<file path="config.mk">
export PLATFORM = sky130hd
export DESIGN_NAME = byte_stack_with_rotate
export DESIGN_NICKNAME = d
export VERILOG_FILES = /design/src/hw/rtl/bsr_pkg.sv /design/src/hw/rtl/bsr_ram.sv /design/src/hw/rtl/byte_stack_with_rotate.sv
export SDC_FILE = /design/constraint.sdc
export NUM_CORES = 1
export LEC_CHECK = 0
export ABC_AREA = 1
export BUFFER_PORTS_ARGS = -buffer_cell sky130_fd_sc_hd__buf_2
export CAP_MARGIN = 15
export CORE_ASPECT_RATIO = 1.1
export CORE_MARGIN = 4
export CORE_UTILIZATION = 40
export DETAILED_ROUTE_END_ITERATION = 12
export GPL_TIMING_DRIVEN = 0
export MAX_ROUTING_LAYER = met4
export PLACE_DENSITY = 0.56
export SLEW_MARGIN = 20
export SYNTH_ARGS = -nofsm -noshare
export SYNTH_HDL_FRONTEND = slang
export SYNTH_SLANG_ARGS = --single-unit
</file>
<file path="constraint.sdc">
create_clock -name clock -period 8.4 [get_ports clock]
set_input_delay 1.68 -clock clock [delete_from_list [all_inputs] [get_ports clock]]
set_output_delay 1.68 -clock clock [all_outputs]
set_load 0.01 [all_outputs]
</file>
<file path="src/hw/rtl/bsr_pkg.sv">
package bsr_pkg;

   // Field widths of one request and one response.
   localparam int DATA_W  = 8;
   localparam int COUNT_W = 8;
   localparam int OP_W    = 3;

   // Request codes.
   typedef enum logic [OP_W-1:0] {
      OP_PUSH     = 3'd0,
      OP_POP      = 3'd1,
      OP_PEEK     = 3'd2,
      OP_DUP      = 3'd3,
      OP_ROT_UP   = 3'd4,
      OP_ROT_DOWN = 3'd5
   } op_type;

   // Response status codes.
   typedef enum logic [1:0] {
      ST_OK    = 2'd0,
      ST_EMPTY = 2'd1,
      ST_FULL  = 2'd2,
      ST_COUNT = 2'd3
   } status_type;

   // Sequencer states, one-hot.
   typedef enum logic [5:0] {
      S_IDLE  = 6'b000001,
      S_COPY  = 6'b000010,
      S_KEEP  = 6'b000100,
      S_SHIFT = 6'b001000,
      S_LAST  = 6'b010000,
      S_DONE  = 6'b100000
   } state_type;

endpackage

</file>
<file path="src/hw/rtl/bsr_ram.sv">
module bsr_ram #(
   parameter int WIDTH = 8,
   parameter int DEPTH = 128
) (
   input  logic                     clock,
   input  logic                     wr_en,
   input  logic [$clog2(DEPTH)-1:0] wr_addr,
   input  logic [WIDTH-1:0]         wr_data,
   input  logic                     rd_en,
   input  logic [$clog2(DEPTH)-1:0] rd_addr,
   output logic [WIDTH-1:0]         rd_data
);

   logic [WIDTH-1:0] mem_ff [DEPTH];
   logic [WIDTH-1:0] rd_data_ff;

   // One write port and one registered read port.
   always_ff @(posedge clock) begin
      if (wr_en) begin
         mem_ff[wr_addr] <= wr_data;
      end
      if (rd_en) begin
         rd_data_ff <= mem_ff[rd_addr];
      end
   end

   assign rd_data = rd_data_ff;

endmodule

</file>
<file path="src/hw/rtl/byte_stack_with_rotate.sv">
// Byte stack with push, pop, peek, duplicate and rotate requests.
// A request is transferred at a rising clock edge where start is high and
// busy is low; req_type, req_value and req_count are sampled at that edge.
// Every request produces exactly one response: rsp_valid is high for one
// cycle with rsp_data and rsp_status, and the response is taken at the
// edge that ends that cycle. The receiver cannot stall the block.
// Push, pop, peek, failed requests and rotates that do nothing answer in the
// next cycle; a duplicate passes through the copy state first, and a rotate
// walks through the keep state, the shift state per further entry, then last.
// busy is low during the response cycle, so a new request may follow at
// once: push, pop and peek run at one per cycle, while a duplicate or a
// rotate holds busy high until its response. The sequencer moves entries
// through the single storage RAM, one entry per cycle, through its one
// read port and one write port.
// Synchronous reset empties the stack and returns the sequencer to idle;
// no clearing pass is needed, since only entries below the level are read.
module byte_stack_with_rotate #(
   parameter int DEPTH = 128
) (
   input  logic                          clock,
   input  logic                          reset,
   input  logic                          start,
   output logic                          busy,
   input  logic [bsr_pkg::OP_W-1:0]      req_type,
   input  logic [bsr_pkg::DATA_W-1:0]    req_value,
   input  logic [bsr_pkg::COUNT_W-1:0]   req_count,
   output logic                          rsp_valid,
   output logic [bsr_pkg::DATA_W-1:0]    rsp_data,
   output logic [1:0]                    rsp_status
);

   import bsr_pkg::*;

   localparam int AW = $clog2(DEPTH);
   localparam int LW = $clog2(DEPTH + 1);
   localparam int CW = (LW > COUNT_W) ? LW : COUNT_W;

   state_type        state_ff, state_in;
   logic [LW-1:0]    level_ff, level_in;
   logic [LW-1:0]    moves_ff, moves_in;
   logic [AW-1:0]    rd_ptr_ff, rd_ptr_in;
   logic [AW-1:0]    wr_ptr_ff, wr_ptr_in;
   logic             dir_up_ff, dir_up_in;
   logic [DATA_W-1:0] keep_ff, keep_in;
   logic             data_sel_ff, data_sel_in;
   status_type       status_ff, status_in;

   logic              ram_wr_en;
   logic [AW-1:0]     ram_wr_addr;
   logic [DATA_W-1:0] ram_wr_data;
   logic              ram_rd_en;
   logic [AW-1:0]     ram_rd_addr;
   logic [DATA_W-1:0] ram_rd_data;

   logic              can_accept;
   logic              accept;
   logic              empty;
   logic              full;
   logic [CW-1:0]     cnt_ext;
   logic [CW-1:0]     lvl_ext;
   logic [LW-1:0]     n_lw;
   logic [LW-1:0]     lvl_m1;
   logic [LW-1:0]     lo_lvl;
   logic [AW-1:0]     top_addr;
   logic [AW-1:0]     lo_addr;
   logic [AW-1:0]     step_ptr;
   logic [AW-1:0]     step_wr;

   // Storage for the stack entries.
   bsr_ram #(
      .WIDTH (DATA_W),
      .DEPTH (DEPTH)
   ) u_ram (
      .clock   (clock),
      .wr_en   (ram_wr_en),
      .wr_addr (ram_wr_addr),
      .wr_data (ram_wr_data),
      .rd_en   (ram_rd_en),
      .rd_addr (ram_rd_addr),
      .rd_data (ram_rd_data)
   );

   // Level flags and the addresses a request needs.
   assign empty    = (level_ff == '0);
   assign full     = (level_ff == LW'(DEPTH));
   assign cnt_ext  = CW'(req_count);
   assign lvl_ext  = CW'(level_ff);
   assign n_lw     = cnt_ext[LW-1:0];
   assign lvl_m1   = level_ff - LW'(1);
   assign lo_lvl   = level_ff - n_lw;
   assign top_addr = lvl_m1[AW-1:0];
   assign lo_addr  = lo_lvl[AW-1:0];

   // One step along a rotate, toward the bottom for rotate up.
   assign step_ptr = dir_up_ff ? (rd_ptr_ff - AW'(1)) : (rd_ptr_ff + AW'(1));
   assign step_wr  = dir_up_ff ? (wr_ptr_ff - AW'(1)) : (wr_ptr_ff + AW'(1));

   // A new request may come in while idle or while a response is shown.
   assign can_accept = (state_ff == S_IDLE) || (state_ff == S_DONE);
   assign accept     = start && can_accept;
   assign busy       = !can_accept;

   // Sequencer: request decode, entry copy and the rotate walk.
   always_comb begin
      state_in    = state_ff;
      level_in    = level_ff;
      moves_in    = moves_ff;
      rd_ptr_in   = rd_ptr_ff;
      wr_ptr_in   = wr_ptr_ff;
      dir_up_in   = dir_up_ff;
      keep_in     = keep_ff;
      data_sel_in = data_sel_ff;
      status_in   = status_ff;
      ram_wr_en   = 1'b0;
      ram_wr_addr = wr_ptr_ff;
      ram_wr_data = ram_rd_data;
      ram_rd_en   = 1'b0;
      ram_rd_addr = rd_ptr_ff;

      unique case (state_ff)
         S_IDLE, S_DONE: begin
            state_in = S_IDLE;
            if (accept) begin
               state_in    = S_DONE;
               data_sel_in = 1'b0;
               status_in   = ST_OK;
               unique case (op_type'(req_type))
                  OP_PUSH: begin
                     if (full) begin
                        status_in = ST_FULL;
                     end else begin
                        ram_wr_en   = 1'b1;
                        ram_wr_addr = level_ff[AW-1:0];
                        ram_wr_data = req_value;
                        level_in    = level_ff + LW'(1);
                     end
                  end
                  OP_POP, OP_PEEK: begin
                     if (empty) begin
                        status_in = ST_EMPTY;
                     end else begin
                        ram_rd_en   = 1'b1;
                        ram_rd_addr = top_addr;
                        data_sel_in = 1'b1;
                        if (op_type'(req_type) == OP_POP) begin
                           level_in = lvl_m1;
                        end
                     end
                  end
                  OP_DUP: begin
                     if (empty) begin
                        status_in = ST_EMPTY;
                     end else if (full) begin
                        status_in = ST_FULL;
                     end else begin
                        ram_rd_en   = 1'b1;
                        ram_rd_addr = top_addr;
                        state_in    = S_COPY;
                     end
                  end
                  OP_ROT_UP, OP_ROT_DOWN: begin
                     if (cnt_ext == '0 || empty) begin
                        status_in = ST_OK;
                     end else if (cnt_ext > lvl_ext) begin
                        status_in = ST_COUNT;
                     end else begin
                        dir_up_in = (op_type'(req_type) == OP_ROT_UP);
                        moves_in  = n_lw - LW'(1);
                        ram_rd_en = 1'b1;
                        state_in  = S_KEEP;
                        if (op_type'(req_type) == OP_ROT_UP) begin
                           ram_rd_addr = top_addr;
                           wr_ptr_in   = top_addr;
                           rd_ptr_in   = top_addr - AW'(1);
                        end else begin
                           ram_rd_addr = lo_addr;
                           wr_ptr_in   = lo_addr;
                           rd_ptr_in   = lo_addr + AW'(1);
                        end
                     end
                  end
                  default: begin
                     status_in = ST_OK;
                  end
               endcase
            end
         end
         S_COPY: begin
            // The top entry has been read; write its copy above it.
            ram_wr_en   = 1'b1;
            ram_wr_addr = level_ff[AW-1:0];
            level_in    = level_ff + LW'(1);
            state_in    = S_DONE;
         end
         S_KEEP: begin
            // Hold the entry that wraps around and start the walk.
            keep_in = ram_rd_data;
            if (moves_ff != '0) begin
               ram_rd_en = 1'b1;
               rd_ptr_in = step_ptr;
               state_in  = S_SHIFT;
            end else begin
               state_in = S_LAST;
            end
         end
         S_SHIFT: begin
            // Move one entry per cycle while reading the next one.
            ram_wr_en = 1'b1;
            wr_ptr_in = step_wr;
            moves_in  = moves_ff - LW'(1);
            if (moves_ff > LW'(1)) begin
               ram_rd_en = 1'b1;
               rd_ptr_in = step_ptr;
            end else begin
               state_in = S_LAST;
            end
         end
         S_LAST: begin
            ram_wr_en   = 1'b1;
            ram_wr_data = keep_ff;
            state_in    = S_DONE;
         end
         default: begin
            state_in = S_IDLE;
         end
      endcase
   end

   // Control registers.
   always_ff @(posedge clock) begin
      if (reset) begin
         state_ff <= S_IDLE;
         level_ff <= '0;
      end else begin
         state_ff <= state_in;
         level_ff <= level_in;
      end
   end

   // Working registers of the current request.
   always_ff @(posedge clock) begin
      moves_ff    <= moves_in;
      rd_ptr_ff   <= rd_ptr_in;
      wr_ptr_ff   <= wr_ptr_in;
      dir_up_ff   <= dir_up_in;
      keep_ff     <= keep_in;
      data_sel_ff <= data_sel_in;
      status_ff   <= status_in;
   end

   // Response transfer.
   assign rsp_valid  = (state_ff == S_DONE);
   assign rsp_data   = data_sel_ff ? ram_rd_data : '0;
   assign rsp_status = status_ff;

`ifndef SYNTH
   a_accept_leaves_idle: assert property (@(posedge clock) disable iff (reset)
      start && !busy |=> state_ff != S_IDLE)
      else $error("accepted request did not start the sequencer");

   a_level_in_range: assert property (@(posedge clock) disable iff (reset)
      level_ff <= LW'(DEPTH))
      else $error("stack level beyond depth");

   a_shift_has_moves: assert property (@(posedge clock) disable iff (reset)
      state_ff == S_SHIFT |-> moves_ff != '0)
      else $error("rotate walk ran past its count");

   a_copy_grows: assert property (@(posedge clock) disable iff (reset)
      state_ff == S_COPY |=> level_ff == LW'($past(level_ff) + LW'(1)))
      else $error("duplicate did not raise the level by one");
`endif

endmodule

</file>
---- Word level (Yosys, flattened, before mapping) ----
Memory sizes are Yosys's and may differ from the RTL's. A register that Yosys moved wholly into a read port is not among the register bits.
Cells that the tools add are included.
W data, S select, Z words.
storage, ports and cells
  register bits ........................... 48
  RAM bits ................................ 1024
  input port bits ......................... 22
  output and inout bits ................... 12
  logic and storage cells ................. 143
  memories ................................ 1
memory list
  memory        depth  width  read ports  clocked after Yosys merged registers in  wr ports  line           source
  u_ram.mem_ff  128    8      1           1                                        1         bsr_ram.sv:14  logic [WIDTH-1:0] mem_ff [DEPTH];
operators by class
  add/sub/neg operators ................... 11
  magnitude comparators ................... 2
  eq/ne operators ......................... 23
  mux-type cells .......................... 74
  bitwise logic cells ..................... 2
  reduce and logical (&&, ||, !) cells .... 21
operators with widths
  kind                   number
  $mux W7                24
  $mux W8                12
  $pmux W8 S2            4
  $pmux W7 S3            2
  $mux W6                6
  $pmux W7 S2            2
  $pmux W6 S4            1
  $sub A8 B1 Y8 const B  3
  $add A7 B1 Y7 const B  3
  $sub A7 B1 Y7 const B  3
  $logic_not A8 Y1       2
  $mux W1                13
  $ne A2 B2 Y1 const B   6
  $pmux W6 S2            1
  $reduce_and A5 Y1      2
  $ne A3 B3 Y1 const B   3
  $add A8 B1 Y8 const B  1
  $eq A8 B8 Y1 const B   1
  $gt A8 B1 Y1 const B   1
  $gt A8 B8 Y1           1
  $mux W2                4
  $pmux W2 S4            1
  $reduce_bool A8 Y1     1
  $reduce_or A2 Y1       4
  26 further kinds       32

---- Longest topological paths before layout ----
  depth after elaboration ................. 8
  depth in mapped cells ................... 27
  mapped depth without buffers ............ 25

---- Hierarchy ----
Synthesis repeated with hierarchy kept, for this count alone.
second synthesis, totals
  cells, all modules ...................... 4258
  area total of the unflattened synthesis .. 46916.2 um^2
modules (own cells, without submodules)
  module                  times used  cells each  area an instance (um^2)  sequential area each (um^2)
  bsr_ram                 1           3576        42308.1                  30989.7
  byte_stack_with_rotate  1           682         4608.2                   1301.2

---- Worst setup path after synthesis ----
OpenSTA, ideal clock, no wires.
  path type ............................... input to register
  start point ............................. input port req_type[0] (netlist name)
  end point ............................... memory u_ram.mem_ff[0][0], data pin
  setup time .............................. 0.907 ns
  arrival ................................. 4.168 ns
  required time ........................... 7.493 ns
  slack ................................... 3.325 ns
  stages .................................. 8
  path buffers ............................ 0
  cell sequence ........................... nor2_2 -> inv_1 -> nor2_1 -> inv_1 -> nor3_4 -> inv_4 -> nand3_1 -> nand3_1
between the ends
  word-level cells in the longest chain between the ends .. 4
RTL lines
  element             line                           source
  from (decl)         byte_stack_with_rotate.sv:24   input logic [bsr_pkg::OP_W-1:0] req_type,
  $logic_not A3 Y1    byte_stack_with_rotate.sv:127  unique case (op_type'(req_type))
  $mux W8             byte_stack_with_rotate.sv:127
  $mux W8             byte_stack_with_rotate.sv:123  if (accept) begin
  $pmux W8 S2         byte_stack_with_rotate.sv:120  unique case (state_ff)
  net ram_wr_data[0]  byte_stack_with_rotate.sv:50   logic [DATA_W-1:0] ram_wr_data;
  to (decl)           bsr_ram.sv:14
The timed path passes the listed nets, and every way through them passes these cells.

---- Worst setup path after layout ----
  start point ............................. input port req_count[2] (netlist name)
  end point ............................... register u_ram.rd_data_ff[1], in the netlist u_ram.rd_data[1], read port of u_ram.mem_ff, data pin
between the ends
  word-level cells in the longest chain between the ends .. 7
  elaborated cells between the ends (all ways) .. 15
  those cells by class .................... 1 x add/sub; 1 x order compare; 11 x mux; 2 x reduce/logical
RTL lines
  element        line                           source
  from (decl)    byte_stack_with_rotate.sv:26   input logic [bsr_pkg::COUNT_W-1:0] req_count,
  $sub A7 B7 Y7  byte_stack_with_rotate.sv:90   assign lo_lvl = level_ff - n_lw;
  $mux W7        byte_stack_with_rotate.sv:171  if (op_type'(req_type) == OP_ROT_UP) begin
  $mux W7        byte_stack_with_rotate.sv:164  end else if (cnt_ext > lvl_ext) begin
  $mux W7        byte_stack_with_rotate.sv:162  if (cnt_ext == '0 || empty) begin
  $pmux W7 S3    byte_stack_with_rotate.sv:127
  $mux W7        byte_stack_with_rotate.sv:123
  $mux W7        byte_stack_with_rotate.sv:120
  to (decl)      bsr_ram.sv:15                  logic [WIDTH-1:0] rd_data_ff;
Parallel ways exist; a longest one is shown, timed or not.
A chain may end at the register's enable or synchronous reset.

==> metrics list <==
* Share of the clock period used by the worst path: 64.7%
- Initial antenna violation count: 7
- After synthesis, flip-flops and latches occupy 64.2% of the total area.
- Fmax: 184 MHz
- The worst path meets setup with 2.96 ns of slack.
- Max-slew violation total from the final report: 0
* Number of synthesis warnings: 0
* Clock transition time at the flip-flop clock pins of the worst setup and hold paths: 0.06 ns
- Setup violations remaining at the end of the flow were counted as 0.
* Worst Tran Pin Value: 1.07 ns
* Buf+Inv Stages, Crit Path: 5
- The critical path in this run is classified as in -> reg.
* Async set-or-reset flop fraction in the synthesized netlist: 0%
- Xor and xnor area share after synthesis: 0.522%
* Total CTS buffers: 117
- The slowest stage of the critical path is the sky130_fd_sc_hd__clkbuf_1 cell.
- Across the run, the number of max-cap violations was 0.
- Measured along the x axis, the die boundary spans 346 um.
* Die Y: 380 um
- The synthesized netlist occupies a cell area of 50300 um^2.
* Cell count after synthesis: 4740
- In this run the static leakage power is 22.2 nW.
- Relative slew slack: 28.5%
- After Yosys synthesis, and, or, nand and nor cells account for 25.2% of the synthesized area.
- Standard-cell rows: 136
- Final min period: 5.44 ns
- After detailed routing, the number of vias per cell comes to 5.45.
- Routability cong.: 0.954
- For this design the ratio of total power to cell area is 233 nW/um^2.
* Overall routed net length: 165 mm
* Final Cell Area: 57100 um^2
* CTS Root Buffer Type: sky130_fd_sc_hd__clkbuf_16
- The core region is 125000 um^2.
- Across every metal layer, demand over resource in global routing totals 25.2%.
* Largest delay share family, worst path: simple AND/OR/NAND/NOR gates
- In the synthesized netlist, the cells that appear most often are sky130_fd_sc_hd__nand3_1, sky130_fd_sc_hd__edfxtp_1, sky130_fd_sc_hd__nand2_1, sky130_fd_sc_hd__inv_1, sky130_fd_sc_hd__nand3b_1.
- Detail-routed net length per standard cell: 24.7 um
- CTS saw 1080 sinks.
- Die Area: 132000 um^2
- IR drop worst, VDD: 0.158 mV
- Cells fill 45.7% of the core in the end.
* Clk buf depth: 3
- Entering global routing, the biggest net connects 52 pins.
- Prevailing post-synth register cell: sky130_fd_sc_hd__edfxtp_1
- The number of nets in the synthesized netlist is 4796.
- Main combinational cell family by area after synthesis: simple AND/OR/NAND/NOR gates
* Total placed instance area: 53200 um^2
* Data arrival time at the worst-slack endpoint: 5.86 ns
- Worst path required time: 8.83 ns
* CTS tree: yes
- After synthesis, the netlist uses 52 different library cells.
- The detailed router placed 36400 vias in this run.
- Number of enable flip-flop cells after synthesis: 1066
* Pre-CTS worst setup slack: 2.38 ns
- Fraction of layout cells with a size suffix above 1: 11.4%
* Setup repair after global routing missed its margin: no
* Effective utilization at floorplan: 40.3%
* Biggest area contributors in the synthesized netlist: sky130_fd_sc_hd__edfxtp_1, sky130_fd_sc_hd__nand3_1, sky130_fd_sc_hd__nand2_1
- Most frequent cell after synthesis: sky130_fd_sc_hd__nand3_1
- Drc violations: 0
- Final worst hold slack: 0.516 ns
* Share of synthesized cell area in full adder, half adder and majority cells: 0.890%
- The worst setup path is launched from a primary input.
* Num ports: 34
- Fill cells in the final layout number 11700.
- Post-CTS timing repair inserted 0 buffers for setup.
- Hold buffer count at cts: 0
- The signal on the critical path passes through buf_2 -> inv_1 -> ha_1 -> nand2_1 -> inv_1 -> nand4_1 -> nand2_1 -> nand2_2 -> o22ai_1 -> nand2_1 -> nand2_1 -> buf_2 -> clkbuf_1 -> nand3_1 -> nand3_1 -> nand3_1 -> nand3_1 -> nand2_1 -> nand2_1 -> nand2_1.
- For this run, the slowest stage of the critical path takes 0.57 ns.
- The number of global-route vias before repair is 34800.
* Endpoints failing hold: 0
- Summed over all instances, the cell type with the most area after synthesis is sky130_fd_sc_hd__edfxtp_1.
- Compared with the post-synthesis result, the final layout area differs by 13.4%.
* Final net count: 4972
- Proportion of netlist area held by the largest area contributor: 63.6%
- Insertion delay of the later-clocked pin in the worst-skew pair: 0.72 ns
- The first detailed-routing pass took 6 iterations.
- First-pass GRT wire length: 237 mm
- Synthesis inferred 1080 register bits.
- The flow ran to the end, and the final reports show no timing, DRC or antenna violations.
- Congestion Overflow GR: 0
- The H-tree was split into 3 levels.
- The first routing iteration left 4121 violations.
- Critical path peak fanout: 10
* Half-perimeter wire length after placement: 115 mm
- Once detail routing completed, the nets flagged for antenna violations numbered 0.
- Mean area per synthesized cell: 10.6 um^2
- The synthesized netlist devotes 1.39% of its cell area to compound gates.
- Between clock sinks in the finished design, the worst skew comes to 0.0305 ns.
- Crit path top cell by count: sky130_fd_sc_hd__nand2_1
- Gates resized during post-CTS repair numbered 0.
* Port Buffer Count: 31
- The worst setup path is captured at a flop.
- After layout, the design draws a total of 13.3 mW.
- In this run the worst hold path is classified as reg -> reg.
* Multiplexer fraction of the synthesized cell area: 0.0398%
worst register-to-register path: cells and delay by family, from the launching register on:
kind	cells	cell delay [ns]
AOI/OAI and AO/OA	2	0.41
adders and majority gates	2	0.45
DFF	1	0.61
xor gates and xnor gates	1	0.33
buffers and inverters	4	1.45
and+or+nand+nor	9	1.55
flip-flops by register name, indices dropped and copies added, names as in the netlist:
signal         cells
u_ram.mem_ff    1024
keep_ff            8
level_ff           8
moves_ff           8
u_ram.rd_data      8
rd_ptr_ff          7
wr_ptr_ff          7
state_ff           6
rsp_status         2
data_sel_ff        1
dir_up_ff          1
path summary, 6_finish.rpt:
path,from,to,slack (ns),depth (start not counted)
max,req_count[2],u_ram.rd_data[1],2.96,20
max reg2reg,level_ff[0],u_ram.rd_data[1],3.29,18
min reg2reg,u_ram.rd_data[5],keep_ff[5],0.52,0
min,u_ram.rd_data[5],keep_ff[5],0.52,0
placed cells by master, fill, tap and decap left out, drive strengths merged, types with 23 or more instances in the layout:
cell	count
ha	31
buf	317
xor2	23
edfxtp	1066
o21ai	60
nand2	852
nand3	1093
nand3b	378
clkbuf	179
clkinv	54
inv	629
nor2	204
per-stage QoR:
stage	cells	TNS [ns]
after floorplan	4740	0
after global placement	6427	-1478.02
after detailed placement	6453	0
after CTS	6668	0
after global routing	6669	0
final	6669	0
power breakdown:
| part | switching (mW) | internal, mW |
|---|---|---|
| clock network | 2.15 | 3.05 |
| logic | 1.57 | 0.549 |
| registers | 0.0138 | 5.95 |
| total | 3.74 | 9.55 |
cell type report:
type | instances | area (um^2) | area share (%)
sequential | 1080 | 32300 | 56.6
clock inverter | 69 | 699 | 1.23
buffer | 293 | 1550 | 2.72
timing repair buffer | 57 | 697 | 1.22
antenna | 1 | 2.50 | 0.00439
clock buffer | 146 | 3130 | 5.48
multi-input combinational | 2737 | 14200 | 25.0
inverter | 630 | 2370 | 4.15
tap | 1656 | 2070 | 3.63
metal layers:
layer	vias to the layer above	GRT usage, %	wire length (um)
met2	1574	39.6	76200
met4	0	9.89	7110
met3	337	3.48	13100
met5	-	-	0
met1	17800	33.3	68300
li1	16600	-	-
cell families after synthesis:
logic type	Yosys count
simple gates	2556
flops	1080
buf+inv	923
compound gates	115
fa+ha+maj	34
xor+xnor	30
mux	2
No activity file was read; power rests on OpenSTA's default activity.
